==> src/sv/cle_pkg.sv <==
// Package for the console line editor: item structs and key/command codes.
// Used by console_line_editor and the testbench (cle_ram does not use it); depends on nothing.
`default_nettype none
package cle_pkg;

  typedef struct packed {
    logic       command;
    logic [8:0] key_code;
    logic       first_of_read;
  } cle_in_t;

  typedef struct packed {
    logic       echo_valid;
    logic [8:0] echo_char;
    logic [7:0] erase_count;
    logic       line_ready;
    logic       dump_request;
    logic       menu_is_open;
    logic [1:0] menu_color;
    logic       read_valid;
    logic [7:0] read_char;
    logic       end_of_file;
  } cle_out_t;

  localparam logic       CMD_KEY  = 1'b0;
  localparam logic       CMD_READ = 1'b1;

  localparam logic [8:0] KEY_NUL  = 9'd0;
  localparam logic [8:0] KEY_EOT  = 9'd4;
  localparam logic [8:0] KEY_BS   = 9'd8;
  localparam logic [8:0] KEY_LF   = 9'd10;
  localparam logic [8:0] KEY_CR   = 9'd13;
  localparam logic [8:0] KEY_DUMP = 9'd16;
  localparam logic [8:0] KEY_KILL = 9'd21;
  localparam logic [8:0] KEY_S    = 9'd115;
  localparam logic [8:0] KEY_W    = 9'd119;
  localparam logic [8:0] KEY_DEL  = 9'd127;
  localparam logic [8:0] KEY_MENU = 9'd257;

  localparam logic [7:0] CHR_EOT  = 8'd4;
  localparam logic [7:0] CHR_LF   = 8'd10;

  localparam logic [7:0] ERASE_MAX = 8'd255;
  localparam logic [1:0] COLOR_MAX = 2'd3;
  localparam logic [1:0] COLOR_MIN = 2'd0;

endpackage
`default_nettype wire

==> src/sv/cle_ram.sv <==
// Generic single-write, single-read synchronous RAM with registered read data.
// Standalone; no package dependency.
`default_nettype none
module cle_ram #(
  parameter int WIDTH = 8,
  parameter int DEPTH = 128,
  localparam int AW = (DEPTH > 1) ? $clog2(DEPTH) : 1
) (
  input  wire logic             clk,
  input  wire logic             we,
  input  wire logic [AW-1:0]    waddr,
  input  wire logic [WIDTH-1:0] wdata,
  input  wire logic [AW-1:0]    raddr,
  output logic      [WIDTH-1:0] rdata
);

  logic [WIDTH-1:0] mem [DEPTH];

  always_ff @(posedge clk) begin
    if (we) begin
      mem[waddr] <= wdata;
    end
    rdata <= mem[raddr];
  end

endmodule
`default_nettype wire

==> src/sv/console_line_editor.sv <==
// Cooked-mode console line editor: line ring in cle_ram, indices and menu in flops.
// Depends on cle_pkg and cle_ram. The receiver cannot stall.
// The result strobe is registered: it comes in the cycle after accept for keys other
// than Ctrl-U and for a read with nothing committed. A read that finds a character
// passes through S_RD_WAIT for the registered RAM read data. Ctrl-U, until it stops at
// the committed text or a line feed, alternates S_KILL_RD and S_KILL_CHK for each
// character. busy is low again with the strobe. Reset (synchronous, active low) clears
// all indices, closes the menu and sets the color to 3; the line store is not cleared.
`default_nettype none
module console_line_editor #(
  parameter int LINE_DEPTH = 128
) (
  input  wire logic             clk,
  input  wire logic             rst_n,
  input  wire logic             start,
  input  wire cle_pkg::cle_in_t in_item,
  output logic                  busy,
  output logic                  out_valid,
  output cle_pkg::cle_out_t     out_item
);

  import cle_pkg::*;

  localparam int AW = (LINE_DEPTH > 1) ? $clog2(LINE_DEPTH) : 1;
  localparam int IW = AW + 1;
  localparam logic [IW-1:0] DEPTH_I = IW'(LINE_DEPTH);
  localparam logic [IW-1:0] LAST_I  = IW'(2 * LINE_DEPTH - 1);
  localparam logic [IW:0]   TWO_D   = (IW + 1)'(2 * LINE_DEPTH);
  localparam logic [IW:0]   DEPTH_W = (IW + 1)'(LINE_DEPTH);
  localparam logic [IW:0]   NEAR_W  = (IW + 1)'(LINE_DEPTH - 1);

  typedef enum logic [1:0] {
    S_IDLE,
    S_RD_WAIT,
    S_KILL_RD,
    S_KILL_CHK
  } state_t;

  state_t         state_r, state_nxt;
  logic [IW-1:0]  read_r, read_nxt;
  logic [IW-1:0]  commit_r, commit_nxt;
  logic [IW-1:0]  edit_r, edit_nxt;
  logic           menu_r, menu_nxt;
  logic [1:0]     color_r, color_nxt;
  logic [7:0]     erase_r, erase_nxt;
  logic           first_r, first_nxt;
  logic           out_valid_r, out_valid_nxt;
  cle_out_t       out_r, out_nxt;

  logic           ram_we;
  logic [AW-1:0]  ram_waddr;
  logic [7:0]     ram_wdata;
  logic [AW-1:0]  ram_raddr;
  logic [7:0]     ram_rdata;

  logic [IW:0]    fill;
  logic [IW-1:0]  edit_inc;
  logic [IW-1:0]  edit_dec;
  logic [8:0]     store_char;
  cle_out_t       res;

  function automatic logic [IW-1:0] idx_inc(input logic [IW-1:0] i);
    return (i == LAST_I) ? '0 : i + 1'b1;
  endfunction

  function automatic logic [IW-1:0] idx_dec(input logic [IW-1:0] i);
    return (i == '0) ? LAST_I : i - 1'b1;
  endfunction

  function automatic logic [AW-1:0] slot_of(input logic [IW-1:0] i);
    logic [IW-1:0] s;
    s = (i >= DEPTH_I) ? i - DEPTH_I : i;
    return s[AW-1:0];
  endfunction

  cle_ram #(
    .WIDTH (8),
    .DEPTH (LINE_DEPTH)
  ) u_line_ram (
    .clk   (clk),
    .we    (ram_we),
    .waddr (ram_waddr),
    .wdata (ram_wdata),
    .raddr (ram_raddr),
    .rdata (ram_rdata)
  );

  assign fill = {1'b0, edit_r} + ((edit_r < read_r) ? TWO_D : '0) - {1'b0, read_r};
  assign edit_inc = idx_inc(edit_r);
  assign edit_dec = idx_dec(edit_r);
  assign store_char = (in_item.key_code == KEY_CR) ? KEY_LF : in_item.key_code;

  always_comb begin
    state_nxt     = state_r;
    read_nxt      = read_r;
    commit_nxt    = commit_r;
    edit_nxt      = edit_r;
    menu_nxt      = menu_r;
    color_nxt     = color_r;
    erase_nxt     = erase_r;
    first_nxt     = first_r;
    out_valid_nxt = 1'b0;
    res           = '0;
    ram_we        = 1'b0;
    ram_waddr     = slot_of(edit_r);
    ram_wdata     = store_char[7:0];
    ram_raddr     = slot_of(read_r);

    unique case (state_r)
      S_IDLE: begin
        if (start) begin
          first_nxt = in_item.first_of_read;
          erase_nxt = '0;
          if (in_item.command == CMD_READ) begin
            if (read_r != commit_r) begin
              state_nxt = S_RD_WAIT;
            end else begin
              out_valid_nxt = 1'b1;
            end
          end else if (in_item.key_code == KEY_DUMP) begin
            res.dump_request = 1'b1;
            out_valid_nxt    = 1'b1;
          end else if (in_item.key_code == KEY_KILL) begin
            state_nxt = S_KILL_RD;
          end else if (in_item.key_code == KEY_BS || in_item.key_code == KEY_DEL) begin
            if (edit_r != commit_r) begin
              edit_nxt        = edit_dec;
              res.erase_count = menu_r ? 8'd0 : 8'd1;
            end
            out_valid_nxt = 1'b1;
          end else if (in_item.key_code == KEY_MENU) begin
            res.echo_valid = 1'b1;
            res.echo_char  = KEY_MENU;
            menu_nxt       = ~menu_r;
            out_valid_nxt  = 1'b1;
          end else if (in_item.key_code == KEY_W && menu_r) begin
            res.echo_valid = 1'b1;
            res.echo_char  = KEY_W;
            if (color_r != COLOR_MAX) begin
              color_nxt = color_r + 2'd1;
            end
            out_valid_nxt = 1'b1;
          end else if (in_item.key_code == KEY_S && menu_r) begin
            res.echo_valid = 1'b1;
            res.echo_char  = KEY_S;
            if (color_r != COLOR_MIN) begin
              color_nxt = color_r - 2'd1;
            end
            out_valid_nxt = 1'b1;
          end else begin
            if (!menu_r && in_item.key_code != KEY_NUL && fill < DEPTH_W) begin
              ram_we         = 1'b1;
              edit_nxt       = edit_inc;
              res.echo_valid = 1'b1;
              res.echo_char  = store_char;
              if (store_char == KEY_LF || store_char == KEY_EOT || fill == NEAR_W) begin
                commit_nxt     = edit_inc;
                res.line_ready = 1'b1;
              end
            end
            out_valid_nxt = 1'b1;
          end
        end
      end
      S_RD_WAIT: begin
        res.read_valid = 1'b1;
        res.read_char  = ram_rdata;
        if (ram_rdata == CHR_EOT) begin
          res.end_of_file = 1'b1;
          if (first_r) begin
            read_nxt = idx_inc(read_r);
          end
        end else begin
          read_nxt = idx_inc(read_r);
        end
        out_valid_nxt = 1'b1;
        state_nxt     = S_IDLE;
      end
      S_KILL_RD: begin
        ram_raddr = slot_of(edit_dec);
        if (edit_r == commit_r) begin
          res.erase_count = erase_r;
          out_valid_nxt   = 1'b1;
          state_nxt       = S_IDLE;
        end else begin
          state_nxt = S_KILL_CHK;
        end
      end
      S_KILL_CHK: begin
        if (ram_rdata != CHR_LF) begin
          edit_nxt = edit_dec;
          if (!menu_r && erase_r != ERASE_MAX) begin
            erase_nxt = erase_r + 8'd1;
          end
          state_nxt = S_KILL_RD;
        end else begin
          res.erase_count = erase_r;
          out_valid_nxt   = 1'b1;
          state_nxt       = S_IDLE;
        end
      end
      default: begin
        state_nxt = S_IDLE;
      end
    endcase

    res.menu_is_open = menu_nxt;
    res.menu_color   = color_nxt;
    out_nxt          = out_valid_nxt ? res : out_r;
  end

  always_ff @(posedge clk) begin
    if (!rst_n) begin
      state_r     <= S_IDLE;
      read_r      <= '0;
      commit_r    <= '0;
      edit_r      <= '0;
      menu_r      <= 1'b0;
      color_r     <= COLOR_MAX;
      out_valid_r <= 1'b0;
    end else begin
      state_r     <= state_nxt;
      read_r      <= read_nxt;
      commit_r    <= commit_nxt;
      edit_r      <= edit_nxt;
      menu_r      <= menu_nxt;
      color_r     <= color_nxt;
      out_valid_r <= out_valid_nxt;
    end
    erase_r <= erase_nxt;
    first_r <= first_nxt;
    out_r   <= out_nxt;
  end

  assign busy      = (state_r != S_IDLE);
  assign out_valid = out_valid_r;
  assign out_item  = out_r;

endmodule
`default_nettype wire

==> config.mk <==
export PLATFORM = sky130hd
export DESIGN_NAME = console_line_editor
export DESIGN_NICKNAME = d
export VERILOG_FILES = /design/src/sv/cle_pkg.sv /design/src/sv/cle_ram.sv /design/src/sv/console_line_editor.sv
export SDC_FILE = /design/constraint.sdc
export NUM_CORES = 2
export LEC_CHECK = 0
export BUFFER_PORTS_ARGS = -buffer_cell sky130_fd_sc_hd__buf_2
export CAP_MARGIN = 20
export CORE_UTILIZATION = 60
export CTS_CLUSTER_DIAMETER = 200
export DETAILED_ROUTE_END_ITERATION = 12
export PLACE_DENSITY = 0.73
export RECOVER_POWER = 25
export SLEW_MARGIN = 20
export SYNTH_ARGS = -nofsm -noshare
export SYNTH_HDL_FRONTEND = slang
export SYNTH_SLANG_ARGS = --single-unit
==> constraint.sdc <==
create_clock -name clk -period 13.4 [get_ports clk]
set_clock_uncertainty 0.1 [all_clocks]
set_input_delay 2.01 -clock clk [delete_from_list [all_inputs] [get_ports clk]]
set_output_delay 2.01 -clock clk [all_outputs]
set_load 0.05 [all_outputs]
# Word-level counts from Yosys, hierarchy flattened
# Memory sizes are Yosys's and may differ from the RTL's. A register that Yosys moved wholly into a read port is not among the register bits.
# Index checks and enable logic that the tools add are counted.
# word_totals
n_memories,1
register_bits,72
ram_bits,1024
# classes
bitwise_logic,11
addsub,11
magnitude_cmp,5
reduce_logical,25
n_eq_ne,38
n_mux,96
# memory_table
memory,depth,word_bits,read_ports,rd_ports_with_merged_regs,wr,line_no,source
u_line_ram.mem,128,8,1,1,1,cle_ram.sv:17,logic [WIDTH-1:0] mem [DEPTH];
# ops
op,count
8-bit two-way mux,22
10-bit two-way mux,7
9-bit by 7-bit equality test with 1-bit output (second input constant),4
1-bit two-way mux,36
2-bit two-way mux,18
9-bit two-way mux,4
8-bit case mux with 2 select lines,2
7-bit two-way mux,4
9-bit by 4-bit equality test with 1-bit output (second input constant),3
8-bit by 1-bit adder with 8-bit output (second input constant),3
8-bit >= comparator (second input constant),3
3-bit inequality test (second input constant),8
8-bit case mux with 3 select lines,1
11-bit AND reduction,2
7-bit by 1-bit subtractor with 7-bit output (second input constant),3
9-bit by 5-bit equality test with 1-bit output (second input constant),2
8-bit equality test (second input constant),2
2-bit inequality test (second input constant),8
8-bit inequality test,2
1-bit NOT,11
10-bit OR reduction,1
8-bit by 9-bit adder with 9-bit output,1
9-bit by 3-bit equality test with 1-bit output (second input constant),1
9-bit equality test (second input constant),1
26 further kinds,37

# Logic depth before layout (Yosys ltp)
# logic_depth
ltp_word,18
mapped_depth,17
ltp_nobuf,11

# Modules after synthesis
# From an unflattened synthesis, not the netlist that was laid out.
# unflattened
hier_cells,2099
area_unflattened_um2,44028.5
# by_module_without_submodules
mod,instances,area_per_inst_um2,seq_area_each_um2,cells_each
cle_ram,1,39635.5,30909.6,1630
console_line_editor,1,4393.0,1861.8,469

# Worst setup path after synthesis
# OpenSTA, ideal clock, no wires.
# synth_timing
kind,input port to flip-flop
start,in in_item[3] (netlist name)
end,"mem u_line_ram.mem[0][0], data pin"
setup_slack_ps,6859
required_ps,12465
path_stages,4
t_arrival_ps,5606
path_buffers,0
cell_sequence,inv_1 nor3b_1 and3_1 nor2b_1
# synth_via
elab_chain_cells,2
# synth_lines
item,line_no,source
"start, declared",console_line_editor.sv:16,"input wire cle_pkg::cle_in_t in_item,"
9-bit by 4-bit equality test with 1-bit output,console_line_editor.sv:91,assign store_char = (in_item.key_code == KEY_CR) ? KEY_LF : in_item.key_code;
9-bit two-way mux,console_line_editor.sv:91,
via store_char[0],console_line_editor.sv:59,logic [8:0] store_char;
"end, declared",cle_ram.sv:17,
# The timed path passes the listed nets, and every way through them passes these cells.

# Worst setup path in the final report
# layout_timing
start,in in_item[5] (netlist name)
end,mem u_line_ram.mem[89][3] (enable)
# layout_via
elab_chain_cells,15
word_cells_on_any_way,25
classes_between,eq/ne: 7; mux: 12; reduce/logical: 6
# layout_lines
item,line_no,source
9-bit nonzero test,console_line_editor.sv:151,if (!menu_r && in_item.key_code != KEY_NUL && fill < DEPTH_W) begin
1-bit logical AND (2 in a row),console_line_editor.sv:151,
1-bit two-way mux,console_line_editor.sv:151,
1-bit two-way mux,console_line_editor.sv:143,end else if (in_item.key_code == KEY_S && menu_r) begin
1-bit two-way mux,console_line_editor.sv:136,end else if (in_item.key_code == KEY_W && menu_r) begin
1-bit two-way mux,console_line_editor.sv:131,end else if (in_item.key_code == KEY_MENU) begin
1-bit two-way mux,console_line_editor.sv:125,end else if (in_item.key_code == KEY_BS || in_item.key_code == KEY_DEL) begin
1-bit two-way mux,console_line_editor.sv:123,end else if (in_item.key_code == KEY_KILL) begin
1-bit two-way mux (*),console_line_editor.sv:120,end else if (in_item.key_code == KEY_DUMP) begin
1-bit two-way mux (*),console_line_editor.sv:114,if (in_item.command == CMD_READ) begin
1-bit two-way mux (*),console_line_editor.sv:111,if (start) begin
1-bit two-way mux (*),console_line_editor.sv:109,unique case (state_r)
1-bit two-way mux (*),cle_ram.sv:20,if (we) begin
1-bit two-way mux (implied by the code) (*),cle_ram.sv:21,mem[waddr] <= wdata;
# Mark *: on every way between the ends. The rest lies on a longest branch, timed or not.

==> key figures <==
Outcome
  – Outcome: complete, but fails checks
  – Failing checks: design-rule violations, max-capacitance violations, max-slew violations

Critical path
  – Worst path required time: about 14 ns
  – Slowest cell delay on critical path: 3.32 ns
  – Most used cell, CP: nor2_1
  – Critical path cell sequence: clkbuf_1, or4_1, nor2b_1, o21ai_1, nand2b_1, nor2_1, nand2_1, nor2_1, buf_4, nand4_1, buf_4, nor2_1
  – CP Launch Type: input port
  – Crit path arrival time: ~9.2 ns
  – Crit Path Max Fanout: between 80 and 90
  – Setup crit end kind: flip-flop
  – Worst path slowest cell: clkbuf_1
  – Buf/Inv on CP: 3
  – CP delay by family, top: buffers and inverters
  – CP Class: input port to flip-flop

Drt
  – Via-to-Cell Ratio: 6.62
  – Vias: 25000
  – Routed Antenna Nets: 0
  – Post-Route WL: roughly 110 mm
  – Drt drc: 5
  – Number of DRC markers in iteration 0: 3436
  – Drt wl/cell: between 20 and 30 um
  – Pre-Repair DR Iteration Count: 10

Floorplanning
  – Die width: around 270 um
  – Total core area: about 0.073 sq mm
  – Die area: 0.0753 sq mm
  – Die Span Y: 274 um
  – Io pins: a little under 50
  – Row cnt: roughly 100
  – Starting Density: 0.608

Clock network
  – # H-tree levels: 3
  – CTS clk-pin slew, worst paths: 0.06 ns
  – Clock Sinks: 1104
  – Post-cts resize count: 0
  – CTS Hold Bufs: 0
  – CTS tree: yes
  – Total CTS buffers: 105
  – Root Driver: clkbuf_16
  – Max clock buf depth: 3
  – Clk Latency, worst-skew pair: 0.67 ns
  – Post-CTS setup buffer count: 0

Power
  – Net Switching: 0.00147 W
  – Leak: approximately 16 nW
  – Int Pwr: roughly 0.0056 W
  – Comb pwr share: 0.034
  – Switch share: 0.206
  – Max IR drop VDD: approximately 0.11 mV
  – Clock power frac: 0.429
  – Flop pwr share: 0.537
  – P per Cell Area: between 100 and 150 mW/mm^2

Placed design
  – Detail Placement HPWL: 62.4 mm
  – Dpl cells: approximately 3600
  – Setup Slack @ Placement: between 6 and 7 ns
  – IO buf count: 48
  – GP Congestion: ~0.93
  – Placed instance area: roughly 0.046 sq mm

Synthesis
  – Top FF cell, synth: edfxtp_1
  – Synthesized Nets: ~2700
  – Synth warn: 0
  – Post-synthesis async set-or-reset flop share: 0
  – Syn Inst Count: between 2000 and 3000
  – Yosys reg bits: about 1100
  – Sequential fraction of the synthesis area: 0.736
  – Synthesized cell area: between 0.04 and 0.05 sq mm
  – EDFF count, synth: between 1000 and 1500
  – Avg Cell Area, Syn: approximately 17 sq um
  – Synth cell types: 62

Timing
  – RSZ-0062 raised after global routing: false
  – Timing-limited maximum frequency: about 0.11 GHz
  – Slew HR: -2.23
  – Period Utilization, post-route: 0.671
  – Worst-margin pin slew: between 4 and 5 ns
  – Final min period: between 8 and 9 ns
  – Final Max Tran Viols: about 630
  – # setup viols final: 0
  – Fin worst setup slack: 4.41 ns
  – Setup tns final: 0 ns
  – Fin. Hold Viols: 0

Layout
  – Non-Filler Instances: approximately 3800
  – Final nets: between 2000 and 3000
  – Share of cells above drive strength 1: 0.176
  – Diode count: 0
  – Syn-to-layout area delta: 10.3%
  – Final Cell Area: 0.0491 sq mm

Job
  – Max-Cap Viols: 9

Global route
  – Remaining Overflow, GRT: 0
  – Gr usage total: 0.292
  – Vias in the first global route: 24700
  – First-pass GRT wire length: between 150 and 200 mm
  – Antenna violations before repair: 0
  – Largest net degree at the start of global routing: 100

Hold path
  – Worst min-delay path category: flip-flop to flip-flop
-- worst paths after layout --
kind | startpoint | end | slack [ns] | cells past startpoint
setup reg to reg | edit_r[0]$_SDFFE_PN0P_ | u_line_ram.rdata[5]$_DFF_P_ | 7.69 | 12
hold / removal | commit_r[0]$_SDFFE_PN0P_ | commit_r[0]$_SDFFE_PN0P_ | 0.42 | 2
hold reg to reg | commit_r[0]$_SDFFE_PN0P_ | commit_r[0]$_SDFFE_PN0P_ | 0.42 | 2
setup / recovery | in_item[5] | u_line_ram.mem[89][3]$_DFFE_PP_ | 4.41 | 12
-- worst reg2reg max path, delay by kind of cell (launching register included) --
kind / cells / cell delay (ns)
DFF: 1 / 0.63
and+or+nand+nor: 3 / 0.48
AOI/OAI and AO/OA: 3 / 1.14
buffers and inverters: 3 / 2.06
adders and majority gates: 1 / 0.41
muxes: 2 / 0.78
-- cells by family (layout without fill, tap and decap cells) --
group / Yosys count / count (layout) / share of synthesized area
XOR/XNOR: 43 / 43 / 0.00846
AND/OR/NAND/NOR: 852 / 852 / 0.0859
flip-flops: 1104 / 1104 / 0.736
AO/OA/AOI/OAI: 259 / 259 / 0.0382
adder cells (fa/ha/maj): 13 / 13 / 0.00382
buffers and inverters: 171 / 301 / 0.0193
multiplexers: 242 / 242 / 0.108
-- metal layers --
| layer | vias to the layer above | part of all wire | track usage |
|---|---|---|---|
| met4 | 0 | 0.039 | 0.112 |
| li1 | 10600 | - | - |
| met3 | 274 | 0.11 | 0.0617 |
| met1 | 12500 | 0.38 | 0.412 |
| met5 | - | 0 | 0 |
| met2 | 1656 | 0.47 | 0.451 |
-- metrics by stage --
step / util / power, W / hold WS, ns
after floorplan: - / 0.00404 / 0.375
after global placement: 0.622 / 0.00412 / 0.393
after detailed placement: 0.622 / 0.00412 / 0.415
after CTS: 0.671 / 0.00712 / 0.423
after global routing: 0.670 / 0.00727 / 0.447
final: 0.670 / 0.00710 / 0.417
-- state kept, by name, summed over array words and instances, names as in the netlist --
name              flops
u_line_ram.mem     1024
color_r               2
state_r               2
first_r               1
read_r                8
erase_r               8
out_item             33
out_valid             1
menu_r                1
u_line_ram.rdata      8
commit_r              8
edit_r                8
-- cells in the final DEF (no fill, tap or decap), types with 29 or more instances in the layout --
cell       Yosys  layout
xnor2_1       35      35
a21oi_1       50      50
dfxtp_1       38      38
buf_2         48      38
o22ai_1       40      40
and3_1        29      29
edfxtp_1    1066    1066
mux4_2       188     188
clkbuf_1      62      29
mux2_2        29      29
nor2_1       221     219
nand2_1      368     365
a31oi_1       39      38
buf_4         14      34
clkbuf_16      0     108
o21ai_0       40      40
nand3_1       97      97
-- power groups by stage --
stage | registers (W) | logic [W] | clock network [W]
detailed placement | 0.00388 | 0.000243 | 0
CTS | 0.00381 | 0.000243 | 0.00307
global placement | 0.00388 | 0.000240 | 0
global route | 0.00381 | 0.000260 | 0.00320
finish | 0.00381 | 0.000245 | 0.00305
floorplan | 0.00390 | 0.000131 | 0
-- synth_stat cells, drive strengths merged (3+ instances only) --
master   instances  share of area
edfxtp        1066           0.72
nand2          368          0.031
nor2           222          0.019
mux4           188          0.095
nand3           97          0.011
buf             88          0.012
clkbuf          62         0.0052
a21oi           50         0.0056
o21ai           49         0.0055
o22ai           40         0.0056
a31oi           39         0.0055
dfxtp           38          0.017
xnor2           35         0.0069
and3            29         0.0041
mux2            29         0.0073
and2            27         0.0038
nor3            26         0.0029
mux2i           25         0.0056
nand4           22         0.0031
inv             21         0.0018
nor4            19         0.0046
a32o            15         0.0034
ha              12         0.0034
o211ai          12         0.0021
nor2b           11         0.0015
o2111ai         10         0.0020
or3              9         0.0013
o31a             8         0.0016
xor2             8         0.0016
a32oi            7         0.0014
nor3b            5        0.00096
o31ai            5        0.00084
or2              5        0.00070
a211oi           4        0.00079
a31o             4        0.00079
nand2b           4        0.00056
a41o             3        0.00067
nand3b           3        0.00051
-- layout make-up --
type	instances	area, sq um
Sequential cell	1104	32800
Fill cell	4711	24100
Multi-Input combinational cell	1409	11000
Clock buffer	123	2770
Tap cell	959	1200
Clock inverter	70	791
Timing Repair Buffer	87	502
Inverter	21	78.8
Power figures use the tool's default switching activity.
